<file path="config.mk">
export PLATFORM = sky130hd
export DESIGN_NAME = pwa_back
export DESIGN_NICKNAME = d
export VERILOG_FILES = /design/src/hw/rtl/assert_macros.svh /design/src/hw/rtl/pwa_pkg.sv /design/src/hw/rtl/pwa_back.sv
export SDC_FILE = /design/constraint.sdc
export NUM_CORES = 1
export LEC_CHECK = 0
export ABC_AREA = 0
export BUFFER_PORTS_ARGS = -buffer_cell sky130_fd_sc_hd__buf_2
export CAP_MARGIN = 30
export CORE_AREA = 2 2 198 200
export DETAILED_ROUTE_END_ITERATION = 7
export DIE_AREA = 0 0 200 202
export GPL_ROUTABILITY_DRIVEN = 1
export HOLD_SLACK_MARGIN = 0.08
export SYNTH_ARGS = -nofsm -noshare
export SYNTH_HDL_FRONTEND = slang
export SYNTH_SLANG_ARGS = --single-unit
</file>
<file path="constraint.sdc">
create_clock -name clk -period 6.4 [get_ports clk]
set_input_delay 0.96 -clock clk [delete_from_list [all_inputs] [get_ports clk]]
set_output_delay 0.96 -clock clk [all_outputs]
set_load 0.02 [all_outputs]
</file>
<file path="src/hw/rtl/assert_macros.svh">
// shared assertion macros for the warp address unit
`ifndef ASSERT_MACROS_SVH
`define ASSERT_MACROS_SVH

// implication checked on every clock edge outside reset
`define PWA_ASSERT(lbl, prop, msg) \
  lbl: assert property (@(posedge clk) disable iff (!rst_n) (prop)) else $error(msg);

// property that must hold from the cycle after the antecedent
`define PWA_ASSERT_NEXT(lbl, ante, cons, msg) \
  lbl: assert property (@(posedge clk) disable iff (!rst_n) (ante) |=> (cons)) else $error(msg);

`endif

</file>
<file path="src/hw/rtl/pwa_pkg.sv">
package pwa_pkg;

  localparam int QBITS = 16;
  localparam int COEF_W = 40;
  localparam int PERSP_W = 32;
  localparam int FRAC_SHIFT = 10;
  localparam int CFG_DATA_W = 64;
  localparam int CFG_IDX_W = 3;
  localparam logic signed [PERSP_W-1:0] ONE_Q30 = 32'sh4000_0000;

  typedef enum logic [CFG_IDX_W-1:0] {
    REG_COEF_A     = 3'd0,
    REG_COEF_B     = 3'd1,
    REG_COEF_C     = 3'd2,
    REG_COEF_D     = 3'd3,
    REG_COEF_E     = 3'd4,
    REG_COEF_F     = 3'd5,
    REG_PERSP_GH   = 3'd6,
    REG_FRAME_DIMS = 3'd7
  } pwa_reg_t;

  typedef struct packed {
    logic [15:0] src_x;
    logic [15:0] src_y;
    logic [31:0] pixel;
  } pwa_in_word_t;

  typedef struct packed {
    logic [15:0] dest_x;
    logic [15:0] dest_y;
    logic [31:0] dest_address;
    logic        in_bounds;
    logic [31:0] pixel_out;
  } pwa_out_word_t;

  typedef struct packed {
    logic valid;
    logic den_ok;
    logic neg_x;
    logic neg_y;
    logic big_x;
    logic big_y;
  } pwa_flags_t;

endpackage

</file>
<file path="src/hw/rtl/pwa_back.sv">
module pwa_back (
  input  logic                   clk,
  input  logic                   rst_n,
  input  logic                   adv,
  input  pwa_pkg::pwa_flags_t    flags_i,
  input  logic [15:0]            q_x_i,
  input  logic [15:0]            q_y_i,
  input  logic [31:0]            pixel_i,
  input  logic [31:0]            frame_dims,
  output logic                   out_valid,
  output pwa_pkg::pwa_out_word_t out_word
);
  import pwa_pkg::*;

  logic [15:0]   width, height;
  logic          fail_x, fail_y, ok;
  pwa_out_word_t word_nxt, word_r;
  logic          valid_r;

  assign width  = frame_dims[15:0];
  assign height = frame_dims[31:16];

  // negative quotient survives only when it truncates to zero
  assign fail_x = flags_i.big_x | (flags_i.neg_x & (q_x_i != '0));
  assign fail_y = flags_i.big_y | (flags_i.neg_y & (q_y_i != '0));
  assign ok     = flags_i.den_ok & ~fail_x & ~fail_y & (q_x_i < width) & (q_y_i < height);

  always_comb begin
    word_nxt              = '0;
    word_nxt.pixel_out    = pixel_i;
    word_nxt.in_bounds    = ok;
    if (ok) begin
      word_nxt.dest_x       = q_x_i;
      word_nxt.dest_y       = q_y_i;
      word_nxt.dest_address = 32'(q_y_i) * 32'(width) + 32'(q_x_i);
    end
  end

  always_ff @(posedge clk) begin
    if (!rst_n) begin
      valid_r <= 1'b0;
    end else if (adv) begin
      valid_r <= flags_i.valid;
    end
  end

  always_ff @(posedge clk) begin
    if (adv) begin
      word_r <= word_nxt;
    end
  end

  assign out_valid = valid_r;
  assign out_word  = word_r;

endmodule

</file>
# --- Yosys cells after proc, flatten, opt, wreduce, memory -nomap -nowiden ---
# Cells that the tools add are included.
totals:
  regBits: 98
  inputBits: 105
  elab_cells: 22
classes:
  add_sub_neg: 1
  mul: 1
  magnitude_cmp: 2
  bitwise_logic: 10
  reduce_logical: 2
ops:
  columns: ["op", "n"]
  rows:
  - ["$add A32 B16 Y32", 1]
  - ["$lt A16 B16 Y1", 2]
  - ["$mul A16 B16 Y32", 1]
  - ["$reduce_bool A16 Y1", 2]
  - ["$and A1 B1 Y1", 6]
  - ["$not A1 Y1", 2]
  - ["$or A1 B1 Y1", 2]

# --- Logic depth before layout (Yosys ltp) ---
depth:
  ltp_word: 8
  depth_mapped: 24
  mapped_depth_nobuf: 22

# --- Least setup slack after synthesis ---
# Ideal clock, no wire load.
synth_path:
  path_kind: "input to register"
  startpoint: "input port frame_dims[7]"
  endpoint: "register word_r, in the netlist out_word[63], data pin"
  setup_ns: 0.255
  t_arrival_ns: 6.190
  required_ns: 6.145
  path_slack_ns: -0.045
  path_stages: 23
  path_cell_list: "clkbuf_1 clkbuf_1 nand2_1 fa_1 inv_1 fa_1 inv_1 fa_1 inv_1 fa_1 fa_1 inv_1 fa_1 inv_1 ha_1 and2_1 nand4_1 nor4b_1 nor3_2 nor2_1 a221oi_2 xnor2_1 and2_1"
synth_via:
  elab_chain_cells: 3
  elab_cells_between_ends: 5
synth_rtl:
  columns: ["element", "line_no", "text"]
  rows:
  - ["start, declared", "pwa_back.sv:9", "input logic [31:0] frame_dims,"]
  - ["parallel branches: the longest is 3 deep, another holds $mul A16 B16 Y32", null, null]
  - ["end signal, assigned", "pwa_back.sv:49", "word_r <= word_nxt;"]
  - ["end, declared", "pwa_back.sv:17", "pwa_out_word_t word_nxt, word_r;"]
# Several ways; the timed one is not identified.
# A chain may end at the register's enable or synchronous reset.

# --- Worst setup path after layout ---
layout_path:
  startpoint: "input port q_y_i[6]"
  endpoint: "register word_r, in the netlist out_word[64], data pin"
layout_via:
  elab_chain_cells: 7
  elab_cells_between_ends: 10
layout_rtl:
  columns: ["element", "line_no", "text"]
  rows:
  - ["start, declared", "pwa_back.sv:7", "input logic [15:0] q_y_i,"]
  - ["parallel branches: the longest is 7 deep, another holds $mul A16 B16 Y32", null, null]
# Several ways; the timed one is not identified.

==> impl_metrics.json <==
{
  "end_kind": "register",
  "yosysWarningCount": 0,
  "max_freq_ghz": 0.163,
  "antenna_found_initial": 2,
  "r2r_end": "out_valid",
  "start_util": 0.346,
  "synth-compound-area-share": 0.0546,
  "via_per_inst": 4.65,
  "arrival_ns": 6.26,
  "status": "finished clean",
  "slew_viol_final": 0,
  "p_leak_nw": 8.14,
  "critPathLaunchType": "input pin",
  "clockBufferDepth": 2,
  "post_dp_cell_area_um2": 15700,
  "first_pass_iters": 5,
  "worstHoldPathType": "register to register",
  "final_nets": 2089,
  "rsz0062_at_grt": "no",
  "r2r_cells": 2,
  "gp_congestion": 0.869,
  "synth-simple-area-share": 0.158,
  "syn_inst": 1345,
  "die-area_um2": 40400,
  "setup_violations": 0,
  "final_cell_mix": "inv_1 (302), fa_1 (210), buf_2 (201)",
  "drive_above_1_share": 0.220,
  "cts_tree": "done",
  "synthToLayoutAreaGrowth_pct": 21.0,
  "cts_sinks": 98,
  "hold_depth": 2,
  "dpl_worst_slack_ns": -0.194,
  "overflow": 0,
  "ir_drop_mv": 0.756,
  "fin_ws_ns": 0.278,
  "timing.hold.ws_ns": 0.531,
  "finClkSkew_ns": 0,
  "syn_area_per_cell_um2": 9.85,
  "seqCellArea_um2": 2930,
  "grt_usage": 0.178,
  "yosys.area.top_type": "fa_1",
  "worstMarginPinSlew_ns": 0.770,
  "coreArea_um2": 38300,
  "cts.clk_slew.worst_paths_ns": 0.07,
  "insertion_delay_ns": 0.38,
  "grt_pass1_vias": 10367,
  "synth_mux_area_frac": 0.000755,
  "dp_hpwl_mm": 28.9,
  "r2r_setup_slack_ns": 5.80,
  "hold_path_end": "out_valid",
  "io_buffers": 202,
  "antenna_left": 0,
  "grt_pass1_wl_mm": 54.8,
  "fin_crit_ns": 6.12,
  "path_class": "input pin to register",
  "p_per_area_nw_per_um2": 628,
  "finalNonFillerCells": 2163,
  "synthAdderAreaFrac": 0.446,
  "fin_area_um2": 16000,
  "synth_xor_area_frac": 0.0178,
  "drtIter0Drc": 423,
  "drc": 0,
  "synth_area_leaders": "fa_1 (32%), edfxtp_1 (22%), ha_1 (13%)",
  "hold_violations": 0,
  "rows": 72,
  "critPathRequiredTime_ns": 6.54,
  "worst_r2r_startpoint": "out_valid",
  "die_height_um": 202,
  "drt-total-wl_mm": 34.6,
  "fill_cells": 3833,
  "yosys_register_bits": 98,
  "clockRootBuffer": "clkbuf_16",
  "synth_top_family_by_area": "adder cells",
  "post_drt_wl_per_cell_um": 16.0,
  "dpl.cell_count": 2145,
  "final_common_cell": "inv_1",
  "cts.htree.levels": 3,
  "vias": 10063,
  "multiInputGateArea_um2": 8990,
  "die_w_um": 200,
  "num_io_pins": 203,
  "cts_post_setup_buffers_inserted": 0,
  "syn_area_um2": 13300,
  "numCtsBuffers": 9,
  "crit_fanout": 9,
  "synth_top_area_frac": 0.317,
  "ys_types": 49,
  "max_slew_margin": 0.487,
  "cap_violations": 0,
  "syn-num-nets": 1796,
  "grt_max_degree": 57,
  "ys_seq_area_frac": 0.221,
  "min_from": "out_valid",
  "period_share": 0.957
}
-- what timing repair did --
item / in CTS / in global routing
endpoints found under the hold margin: 0 / 0
resized for setup: 0 / 3
hold buffers: 0 / 0
setup endpoints to repair: 0 / 4
-- how the worst max path moves through the flow --
stage          cells after the start  slack [ns]            to     startpoint
2_1_floorplan                     22        0.01  out_word[62]  frame_dims[3]
3_3_place_gp                      19       -0.13  out_word[64]       q_y_i[6]
3_5_place_dp                      19       -0.19  out_word[64]       q_y_i[8]
4_1_cts                           22        0.23  out_word[63]       q_y_i[6]
5_1_grt                           21        0.05  out_word[62]       q_y_i[6]
6_report                          19        0.28  out_word[64]       q_y_i[6]
-- layer usage --
layer / GRT usage / vias up / part of all wire
met5: 0 / - / 0.00052
met4: 0.0603 / 2 / 0.026
met3: 0.0372 / 43 / 0.057
met2: 0.301 / 228 / 0.51
met1: 0.226 / 5046 / 0.41
li1: - / 4744 / -
-- logic make-up after synthesis --
logic type | count (synthesis)
multiplexers | 1
buffers and inverters | 355
AND/OR/NAND/NOR | 409
adder cells (fa/ha/maj) | 346
flip-flops | 98
XOR/XNOR | 27
AO/OA/AOI/OAI | 109
-- Yosys cell counts, drive strengths merged --
cell / n
inv: 302
nand3b: 2
or2: 1
nor3: 3
o21bai: 5
ha: 136
mux2i: 1
a221oi: 3
and3: 6
nand4: 11
nor2b: 4
xnor2: 17
o2111ai: 1
or3: 2
dfxtp: 1
edfxtp: 97
o21a: 5
nor2: 17
a2111oi: 1
nor4: 8
buf: 10
o211a: 1
fa: 210
o221ai: 2
a31oi: 5
o211ai: 3
nand3: 4
a21boi: 1
clkbuf: 43
o21ai: 20
nand2b: 4
o311a: 1
nand2: 170
nor4b: 3
a211o: 3
and4: 1
xor2: 10
o41a: 1
o31ai: 2
a21oi: 39
a21o: 12
and2: 173
a211oi: 4
-- sequential cells by signal, indices dropped and copies added (netlist names) --
register and count:
out_valid 1, out_word 97
-- cell type report --
| cell class | instances | share of cell area |
|---|---|---|
| multi-input cells | 892 | 0.561 |
| flip-flops and latches | 98 | 0.183 |
| repair buffers | 335 | 0.128 |
| inverters | 302 | 0.0707 |
| well taps | 518 | 0.0404 |
| clock buffers | 10 | 0.0143 |
| clock inverters | 6 | 0.00265 |
| diodes | 2 | 0.000312 |
-- through the flow --
step	setup TNS (ns)	power [mW]	util
floorplan	0	6.07	-
global placement	-0.577	9.61	0.411
detailed placement	-0.846	9.62	0.411
CTS	0	10.2	0.418
global route	0	11.3	0.419
finish	0	10.1	0.419
-- worst max-delay path, cell delays in order --
cell and delay (ns):
buf_2 0.25, buf_4 0.22, nand2_1 0.08, fa_1 0.57, inv_1 0.07, fa_1 0.55
fa_1 0.42, fa_1 0.46, fa_1 0.49, inv_1 0.05, fa_1 0.47, inv_1 0.04
ha_1 0.28, a21oi_1 0.21, o21bai_1 0.08, a21oi_1 0.27, o21ai_0 0.16, a211o_1 0.33
o311a_1 0.28
-- report_power, final --
part,internal [mW],leakage [nW],total (mW),switching (mW)
logic,4.29,7.07,8.77,4.48
registers,0.756,0.938,0.770,0.0143
clock network,0.265,0.134,0.533,0.268
total,5.31,8.14,10.1,4.76
Note: power is estimated with default switching activity, not from simulation.
