File: src/hw/rtl/assert_macros.svh
// shared assertion macros for the warp address unit
`ifndef ASSERT_MACROS_SVH
`define ASSERT_MACROS_SVH

// implication checked on every clock edge outside reset
`define PWA_ASSERT(lbl, prop, msg) \
  lbl: assert property (@(posedge clk) disable iff (!rst_n) (prop)) else $error(msg);

// property that must hold from the cycle after the antecedent
`define PWA_ASSERT_NEXT(lbl, ante, cons, msg) \
  lbl: assert property (@(posedge clk) disable iff (!rst_n) (ante) |=> (cons)) else $error(msg);

`endif

File: src/hw/rtl/pwa_pkg.sv
package pwa_pkg;

  localparam int QBITS = 16;
  localparam int COEF_W = 40;
  localparam int PERSP_W = 32;
  localparam int FRAC_SHIFT = 10;
  localparam int CFG_DATA_W = 64;
  localparam int CFG_IDX_W = 3;
  localparam logic signed [PERSP_W-1:0] ONE_Q30 = 32'sh4000_0000;

  typedef enum logic [CFG_IDX_W-1:0] {
    REG_COEF_A     = 3'd0,
    REG_COEF_B     = 3'd1,
    REG_COEF_C     = 3'd2,
    REG_COEF_D     = 3'd3,
    REG_COEF_E     = 3'd4,
    REG_COEF_F     = 3'd5,
    REG_PERSP_GH   = 3'd6,
    REG_FRAME_DIMS = 3'd7
  } pwa_reg_t;

  typedef struct packed {
    logic [15:0] src_x;
    logic [15:0] src_y;
    logic [31:0] pixel;
  } pwa_in_word_t;

  typedef struct packed {
    logic [15:0] dest_x;
    logic [15:0] dest_y;
    logic [31:0] dest_address;
    logic        in_bounds;
    logic [31:0] pixel_out;
  } pwa_out_word_t;

  typedef struct packed {
    logic valid;
    logic den_ok;
    logic neg_x;
    logic neg_y;
    logic big_x;
    logic big_y;
  } pwa_flags_t;

endpackage

File: src/hw/rtl/pwa_div_cell.sv
module pwa_div_cell #(
  parameter int BIT = 0,
  parameter int DEN_W = 50,
  parameter int DIV_W = 68
) (
  input  logic                   clk,
  input  logic                   rst_n,
  input  logic                   adv,
  input  pwa_pkg::pwa_flags_t    flags_i,
  input  logic [DIV_W-1:0]       rem_x_i,
  input  logic [DIV_W-1:0]       rem_y_i,
  input  logic [DEN_W-1:0]       den_i,
  input  logic [15:0]            q_x_i,
  input  logic [15:0]            q_y_i,
  input  logic [31:0]            pixel_i,
  output pwa_pkg::pwa_flags_t    flags_o,
  output logic [DIV_W-1:0]       rem_x_o,
  output logic [DIV_W-1:0]       rem_y_o,
  output logic [DEN_W-1:0]       den_o,
  output logic [15:0]            q_x_o,
  output logic [15:0]            q_y_o,
  output logic [31:0]            pixel_o
);
  import pwa_pkg::*;

  logic [DIV_W-1:0] dsh;
  logic             ge_x, ge_y;
  pwa_flags_t       flags_nxt, flags_r;
  logic [DIV_W-1:0] remx_nxt, remy_nxt, remx_r, remy_r;
  logic [15:0]      qx_nxt, qy_nxt, qx_r, qy_r;
  logic [DEN_W-1:0] den_r;
  logic [31:0]      pix_r;

  assign dsh  = DIV_W'(den_i) << BIT;
  assign ge_x = (rem_x_i >= dsh);
  assign ge_y = (rem_y_i >= dsh);

  generate
    if (BIT == QBITS) begin : g_range
      // quotient would not fit the coordinate width
      always_comb begin
        flags_nxt       = flags_i;
        flags_nxt.big_x = flags_i.big_x | ge_x;
        flags_nxt.big_y = flags_i.big_y | ge_y;
        remx_nxt        = rem_x_i;
        remy_nxt        = rem_y_i;
        qx_nxt          = q_x_i;
        qy_nxt          = q_y_i;
      end
    end else begin : g_bit
      always_comb begin
        flags_nxt = flags_i;
        remx_nxt  = ge_x ? (rem_x_i - dsh) : rem_x_i;
        remy_nxt  = ge_y ? (rem_y_i - dsh) : rem_y_i;
        qx_nxt    = q_x_i;
        qy_nxt    = q_y_i;
        qx_nxt[BIT] = ge_x;
        qy_nxt[BIT] = ge_y;
      end
    end
  endgenerate

  always_ff @(posedge clk) begin
    if (!rst_n) begin
      flags_r.valid <= 1'b0;
    end else if (adv) begin
      flags_r <= flags_nxt;
    end
  end

  always_ff @(posedge clk) begin
    if (adv) begin
      remx_r         <= remx_nxt;
      remy_r         <= remy_nxt;
      qx_r           <= qx_nxt;
      qy_r           <= qy_nxt;
      den_r          <= den_i;
      pix_r          <= pixel_i;
    end
  end

  assign flags_o = flags_r;
  assign rem_x_o = remx_r;
  assign rem_y_o = remy_r;
  assign den_o   = den_r;
  assign q_x_o   = qx_r;
  assign q_y_o   = qy_r;
  assign pixel_o = pix_r;

endmodule

File: config.mk
export PLATFORM = sky130hd
export DESIGN_NAME = pwa_div_cell
export DESIGN_NICKNAME = d
export VERILOG_FILES = /design/src/hw/rtl/assert_macros.svh /design/src/hw/rtl/pwa_pkg.sv /design/src/hw/rtl/pwa_div_cell.sv
export SDC_FILE = /design/constraint.sdc
export NUM_CORES = 1
export LEC_CHECK = 0
export BUFFER_PORTS_ARGS = -buffer_cell sky130_fd_sc_hd__buf_2
export CAP_MARGIN = 10
export CORE_AREA = 4 4 258 260
export DETAILED_ROUTE_END_ITERATION = 8
export DIE_AREA = 0 0 262 264
export GPL_ROUTABILITY_DRIVEN = 0
export PLACE_DENSITY_LB_ADDON = 0.3
export SYNTH_ARGS = -nofsm -noshare
export SYNTH_HDL_FRONTEND = slang
export SYNTH_SLANG_ARGS = --single-unit
export TNS_END_PERCENT = 1
File: constraint.sdc
create_clock -name clk -period 5.2 [get_ports clk]
set_input_delay 1.04 -clock clk [delete_from_list [all_inputs] [get_ports clk]]
set_output_delay 1.04 -clock clk [all_outputs]
set_load 0.01 [all_outputs]
## Word-level counts from Yosys, hierarchy flattened

Index checks and enable logic that the tools add are counted.

| operators by class | value |
|---|---|
| add/subtract/negate cells | 2 |
| reduce and logical (&&, ||, !) cells | 1 |
| magnitude comparators | 2 |
| multiplexer cells | 2 |

Operators by type and width:

| kind | number |
|---|---|
| greater-or-equal comparator 68 x 50 -> 1 bit | 2 |
| 2-to-1 mux 68 bit | 2 |
| subtractor 68 x 50 -> 68 bit | 2 |
| AND reduction 2 bit | 1 |

| storage, ports and cells | value |
|---|---|
| output and inout bits | 256 |
| flip-flop bits (word level) | 256 |
| logic and storage cells | 19 |

## Logic depth before layout (Yosys ltp)

Gate-level depths: netlist (run 1).

| depth | value |
|---|---|
| word-level depth | 2 |
| gate-level depth with buffers | 16 |
| mapped depth without buffers | 14 |

## Worst setup path after synthesis (run 1)

No wires, ideal clock.

| path | value |
|---|---|
| path type | in2reg |
| start point | input port rem_x_i[0] |
| end point | register remx_r[58], in the netlist rem_x_o[58] (data pin) |
| data arrival time | 3.685 ns |
| path slack | 1.247 ns |
| cell stages on the path | 13 |
| cell sequence | inv_1 > ha_1 > inv_1 > fa_1 > a21o_1 > a21o_1 > a211oi_1 > o221ai_1 > a21oi_1 > o31a_1 > o22ai_1 > nor4_2 > xor2_1 |

| on the way | value |
|---|---|
| word-level cells in the longest chain between the ends | 2 |

Ends and longest elaborated chain:

| item | line | RTL |
|---|---|---|
| start: declaration | pwa_div_cell.sv:10 | `input logic [DIV_W-1:0] rem_x_i,` |
| subtractor 68 x 50 -> 68 bit / greater-or-equal comparator 68 x 50 -> 1 bit (equally long branches) | pwa_div_cell.sv:53, pwa_div_cell.sv:35 |  |
| 2-to-1 mux 68 bit * | pwa_div_cell.sv:53 | `remx_nxt = ge_x ? (rem_x_i - dsh) : rem_x_i;` |
| via remx_nxt[58] | pwa_div_cell.sv:29 | `logic [DIV_W-1:0] remx_nxt, remy_nxt, remx_r, remy_r;` |
| end signal: assignment | pwa_div_cell.sv:73 | `remx_r <= remx_nxt;` |
| end: declaration | pwa_div_cell.sv:29 |  |

The timed path passes the listed nets; every way through them passes the cells marked *.
A chain may end at the register's enable or synchronous reset.

## Worst setup path in the final report (run 1)

| path | value |
|---|---|
| start point | input port den_i[1] |
| end point | register remy_r[65], in the netlist rem_y_o[65] (data pin) |

| on the way | value |
|---|---|
| word-level cells in the longest chain between the ends | 2 |

Ends and longest elaborated chain:

| item | line | RTL |
|---|---|---|
| start: declaration | pwa_div_cell.sv:12 | `input logic [DEN_W-1:0] den_i,` |
| subtractor 68 x 50 -> 68 bit / greater-or-equal comparator 68 x 50 -> 1 bit (equally long branches) | pwa_div_cell.sv:54, pwa_div_cell.sv:36 |  |
| 2-to-1 mux 68 bit * | pwa_div_cell.sv:54 | `remy_nxt = ge_y ? (rem_y_i - dsh) : rem_y_i;` |
| via remy_nxt[65] | pwa_div_cell.sv:29 |  |
| end signal: assignment | pwa_div_cell.sv:74 | `remy_r <= remy_nxt;` |
| end: declaration | pwa_div_cell.sv:29 |  |

Marks and branches as above.

==> flow_summary.toml, run 1 <==
[setup_path]
critPathMaxFanout = 4
start_kind = "input port"
path_delay_family = "compound AO/OA/AOI/OAI gates"
required_ns = 5.45
crit_chain = "buf_2 -> inv_1 -> ha_1 -> nor2b_1 -> o31a_1 -> o311ai_0 -> buf_4 -> nand2_1 -> a41oi_1 -> buf_4 -> o31a_1 -> a21oi_1 -> a2111oi_1 -> xor2_1"
end_kind = "flop"
slowest_delay_ns = 0.63
critPathKind = "input port to flop"
worstPathArrival_ns = 4.52
cp.buffers_inverters = 4
cpMaxStageDelayCell = "a2111oi_1"

[sta]
hold_viol = 0
setup_viol = 0
relSlewSlack_pct = 29.55
whs_ns = 0.5335
tns_ns = 0
skew_ns = 0
fmax_mhz = 233.9
rsz0062_at_grt = "false"
finalMaxSlewViolations = 0
tightestPinTransition_ns = 1.042
finalCriticalPeriod_ns = 4.275
fin_crit_sh_pct = 82.21

[status]
status = "finished, final reports clean"

[worst_hold_path]
hp-class = "flop to flop"

[yosys]
synth-edff-count = 255
synth_cell_types = 83
seq_area_frac_synth_pct = 48.23
syn_area_per_cell_um2 = 10.01
yosysWarnings = 0
synth-main-ff-cell = "edfxtp_1"
synth_top_cells_by_area = "edfxtp_1, ha_1, a21oi_1, nand2_1, o21ai_0"
syn-instance-count = 1591
syn_nets = 1952
yosysTopAreaCellShare_pct = 48.10
ys_ff_latch = 256
syn-cell-area_mm2 = 0.01592
synth_top_cell_by_area = "edfxtp_1"
synthArstFlopShare_pct = 0

[cells_and_area]
mostFrequentLayoutCells = "buf_2, edfxtp_1, a21oi_1, nand2_1"
final_common_cell = "buf_2"
area_delta_synth_final_pct = 29.84
utilization_pct = 32.24
drive_gt1_share_pct = 28.86
layout.nets = 2462

[clocking]
clock_path_buffers = 3
cts-buffers-inserted = 34
cts_tree = "built"
cts_sinks = 256
cts_resized = 0
h-tree-depth = 2
clk_latency_ns = 0.53
clkTransAtPathRegs_ns = 0.06
post-cts-setup-buffers = 0
cts_root_buffer = "clkbuf_16"
ctsHoldBuffers = 0

[floorplanning]
io_pins = 515
die_h_um = 264
coreArea_mm2 = 0.06412
die-area_mm2 = 0.06917
start_util_pct = 24.83
core.rowCount = 93
die_w_um = 262

[global_route]
met1_usage_pct = 21.58
grt_max_degree = 91
grt_overflow = 0
grt_pass1_wl_mm = 90.20
grt_pass1_vias = 14283
grt-busiest-layer = "met2"
grt_usage_pct = 17.04
met2_usage_pct = 29.00
gr-usage-met3_pct = 4.439
grt_antenna_before_repair = 12

[detailed_routing]
via_count = 14391
drcViolationCount = 0
routed_via_density = 4.821
wire_per_inst_um = 20.83
antenna_left = 0
drt-pass1-iter-count = 5
drtIter0Drc = 1173
totalWireLength_mm = 62.17

[placed_design]
port_buffers = 512
dpl.hpwl_mm = 51.08

[power_and_ir_drop]
power.ir.vdd_worst_mv = 0.2023
power_density_mw_per_mm2 = 318.9
leakage_nw = 8.707

[job]
maxCapViolations = 0
stage by stage:
step                power [W]  worst slack (ns)  area [µm²]  std cells
floorplan            0.003532             1.247       15920       1591
global placement     0.004241            0.3446       19540       2920
detailed placement   0.004243            0.3777       19540       2920
CTS                  0.006709            0.9248       20650       2979
global route         0.006946            0.6984       20660       2982
finish               0.006592            0.9250       20670       2985
report_power, final:
group / switching, W / total [W] / leakage, nW / internal [W]
logic: 0.000965 / 0.00157 / 5.66 / 0.000608
clock network: 0.000921 / 0.00239 / 0.540 / 0.00147
registers: 0.0000580 / 0.00262 / 2.50 / 0.00257
worst register-to-register path: stages, from the launching register on:
cell     delay (ns)
dfxtp_1        0.31
mux2i_1        0.14
nor2b_1        0.06
cell type report:
cell class / count / area (µm²)
inverter: 83 / 311.5
timing repair buffer: 546 / 2878
tap: 855 / 1070
multi-input combinational: 1180 / 7607
fill: 6710 / 43450
clock inverter: 18 / 212.7
antenna: 6 / 15.01
sequential: 256 / 7677
clock buffer: 41 / 898.4
synthesized netlist by cell type, drive strengths merged (14+ instances only):
cell and count:
a21o 44, a21oi 171, buf 33, clkbuf 39, edfxtp 255, ha 100
inv 82, nand2 165, nand3 30, nand4 39, nor2 115, nor3 39
nor4 16, o21a 15, o21ai 117, o21bai 28, o31ai 14, xnor2 57
xor2 64
cells by family (layout without fill, tap and decap cells):
kind of cell | count (synthesis) | count (layout) | share of synthesized area, %
flip-flops | 256 | 256 | 48.23
AO/OA/AOI/OAI | 471 | 471 | 18.14
adder cells (fa/ha/maj) | 102 | 102 | 8.111
multiplexers | 4 | 4 | 0.2751
XOR/XNOR | 121 | 121 | 6.657
other | 0 | 6 | 0
buffers and inverters | 155 | 688 | 4.032
AND/OR/NAND/NOR | 482 | 482 | 14.56
worst paths after layout:
path	from	end	slack, ns	cells past startpoint
worst max register to register	flags_o[5]$_SDFFE_PN0P_	flags_o[5]$_SDFFE_PN0P_	4.58	2
worst min-delay path	flags_o[5]$_SDFFE_PN0P_	flags_o[5]$_SDFFE_PN0P_	0.53	2
worst min register to register	flags_o[5]$_SDFFE_PN0P_	flags_o[5]$_SDFFE_PN0P_	0.53	2
worst max-delay path	den_i[1]	rem_y_o[65]$_DFFE_PP_	0.92	14
sequential cells by signal, indices dropped and copies added (netlist names):
register	flops
rem_x_o	68
rem_y_o	68
den_o	50
pixel_o	32
q_x_o	16
q_y_o	16
flags_o	6
layer usage:
metal  vias up  share of wire (%)  wire length, µm
met5         -              0.098               61
met4         8                2.3             1413
met3        89                8.1             5023
met2       539                 47            29520
met1      6822                 42            26160
li1       6933                  -                -
(Power assumes the default switching activity.)
==> run 2: changes to the inputs <==
- ABC_AREA: unset -> 1
- CORE_AREA: 4 4 258 260 -> 4 4 290 292
- DIE_AREA: 0 0 262 264 -> 0 0 294 296
- clock period: 5.2 -> 3.96 ns (I/O delays scaled with it)
==> flow_summary.toml, run 2 <==
[clocking]
cts_tree = "built"
cts-buffers-inserted = 35
clock_path_buffers = 3
ctsHoldBuffers = 0
cts_sinks = 256
clk_latency_ns = 0.54
h-tree-depth = 2
cts_resized = 0
post-cts-setup-buffers = 0
cts_root_buffer = "clkbuf_16"
clkTransAtPathRegs_ns = 0.06

[cells_and_area]
layout.nets = 3922
utilization_pct = 31.07
drive_gt1_share_pct = 17.83
area_delta_synth_final_pct = 25.10
mostFrequentLayoutCells = "nand2_1, buf_2, inv_1, nor2_1, edfxtp_1"
num-fill-cells = 9149
multi_input_area_mm2 = 0.01041
seq_area_mm2 = 0.007677
final_common_cell = "nand2_1"

[setup_path]
required_ns = 4.35
end_kind = "flop"
critPathLaunch = "den_i[47]"
crit_chain = "buf_2 -> inv_1 -> ha_1 -> a21oi_1 -> nand2_1 -> a21oi_1 -> and2_1 -> nand3_2 -> inv_2 -> buf_4 -> nand3_1 -> nand2_1"
crit_cells = 12
critPathMaxFanout = 50
critPathKind = "input port to flop"
r2r_cells = 2
rr_endpoint = "flags_o[5]$_SDFFE_PN0P_"
cpMaxStageDelayCell = "buf_4"
reg2reg_from = "flags_o[5]$_SDFFE_PN0P_"
slowest_delay_ns = 0.48
cp.buffers_inverters = 4
worstPathArrival_ns = 3.41
start_kind = "input port"
path_delay_family = "buffers and inverters"
crit_end = "rem_y_o[22]$_DFFE_PP_"
ff2ff_setup_slack_ns = 3.31

[floorplanning]
die-area_mm2 = 0.08702
coreArea_mm2 = 0.08158
start_util_pct = 24.84
io_pins = 515
core.rowCount = 105
die_w_um = 294
die_h_um = 296

[sta]
whs_ns = 0.4176
fin_crit_sh_pct = 76.29
skew_ns = 0
rsz0062_at_grt = "false"
relSlewSlack_pct = 51.27
finalMaxSlewViolations = 0
setup_ws_ns = 0.9388
tns_ns = 0
tightestPinTransition_ns = 0.7310
setup_viol = 0
fmax_mhz = 331.0
finalCriticalPeriod_ns = 3.021
hold_viol = 0

[yosys]
synth_cell_types = 31
seq_area_frac_synth_pct = 37.88
ys_ff_latch = 256
synth-main-ff-cell = "edfxtp_1"
yosysWarnings = 0
syn-instance-count = 3014
syn_area_per_cell_um2 = 6.724
synth-edff-count = 255
yosysTopAreaCellShare_pct = 37.78
syn_nets = 3375
synth_top_cell_by_area = "edfxtp_1"
syn-cell-area_mm2 = 0.02027
ys_top_cells_by_count = "nand2_1, inv_1, nor2_1"
synth.most_common_cell = "nand2_1"
synthArstFlopShare_pct = 0
synth_top_cells_by_area = "edfxtp_1, nand2_1, inv_1, ha_1, nor2_1"

[global_route]
grt_pass1_wl_mm = 131.3
met2_usage_pct = 37.11
gr-usage-met3_pct = 3.482
grt_pass1_vias = 20565
grt_usage_pct = 20.59
grt_overflow = 0
grt-busiest-layer = "met2"
grt_max_degree = 82
grt_antenna_before_repair = 14
met1_usage_pct = 24.50

[power_and_ir_drop]
comb_power_share_pct = 28.0
p_sw_w = 0.003124
clkPwrFrac_pct = 33.9
power_density_mw_per_mm2 = 361.6
power_frac_seq_pct = 38.0
p_total_w = 0.009168
power.ir.vdd_worst_mv = 0.2372
leakage_nw = 13.24
internal_power_w = 0.006044
switching_share_pct = 34.08

[detailed_routing]
via_count = 21443
wire_per_inst_um = 20.20
drtIter0Drc = 1750
drt-pass1-iter-count = 6
totalWireLength_mm = 94.10
antenna_left = 0
routed_via_density = 4.602
drcViolationCount = 0

[worst_hold_path]
hold_depth = 1
hp-class = "input port to flop"

[status]
status = "finished, final reports clean"

[job]
maxCapViolations = 0

[placed_design]
dp_slack_ns = 0.3787
dpl.hpwl_mm = 80.81
port_buffers = 512
==> run 2: how the worst min path moves through the flow <==
stage	slack, ns	end	from
after CTS	0.37	pixel_o[14]$_DFFE_PP_	pixel_i[14]
after floorplan	0.56	flags_o[5]$_SDFFE_PN0P_	flags_o[5]$_SDFFE_PN0P_
final	0.42	pixel_o[3]$_DFFE_PP_	pixel_i[3]
after global routing	0.39	flags_o[0]$_DFFE_PP_	flags_i[0]
after detailed placement	0.54	flags_o[5]$_SDFFE_PN0P_	flags_o[5]$_SDFFE_PN0P_
after global placement	0.52	flags_o[5]$_SDFFE_PN0P_	flags_o[5]$_SDFFE_PN0P_
==> run 2: cells by family (layout without fill, tap and decap cells) <==
logic type	after synthesis	after routing	synth area share, %
other cells	0	6	0
buf+inv	554	1123	10.76
xor+xnor	66	66	2.852
fa+ha+maj	102	102	6.372
flops	256	256	37.88
compound gates	186	186	4.976
simple gates	1850	1850	37.16
==> run 2: area by class of cell <==
cell class / instances / area share (%)
Antenna cell: 6 / 0.05922
Timing Repair Buffer: 544 / 11.24
Multi-Input combinational cell: 2204 / 41.06
Clock inverter: 19 / 0.7650
Sequential cell: 256 / 30.28
Tap cell: 1070 / 5.281
Inverter: 520 / 7.699
Clock buffer: 40 / 3.613
==> run 2: worst reg2reg max path: cells and delay by family (launching register included) <==
family         cells  cell delay (ns)
flip-flops         1             0.30
AO/OA/AOI/OAI      2             0.21
==> run 2: routing by layer <==
layer	up-vias	wire (µm)	part of all wire (%)
li1	10594	-	-
met1	9796	37220	40
met2	875	46010	49
met3	168	6867	7.3
met4	10	3939	4.2
met5	-	66	0.070
==> run 2: power by group through the flow <==
| stage | sequential (W) | clock [W] | combinational (W) |
|---|---|---|---|
| 2_1_floorplan | 0.00366 | 0 | 0.00121 |
| 3_3_place_gp | 0.00355 | 0 | 0.00255 |
| 3_5_place_dp | 0.00355 | 0 | 0.00256 |
| 4_1_cts | 0.00350 | 0.00324 | 0.00257 |
| 5_1_grt | 0.00351 | 0.00334 | 0.00282 |
| 6_report | 0.00349 | 0.00311 | 0.00257 |
==> run 2: per-stage QoR <==
step / area [µm²] / std cells
6_report: 25350 / 4659
5_1_grt: 25340 / 4656
4_1_cts: 25340 / 4653
3_5_place_dp: 24230 / 4594
3_3_place_gp: 24230 / 4594
2_1_floorplan: 20270 / 3014
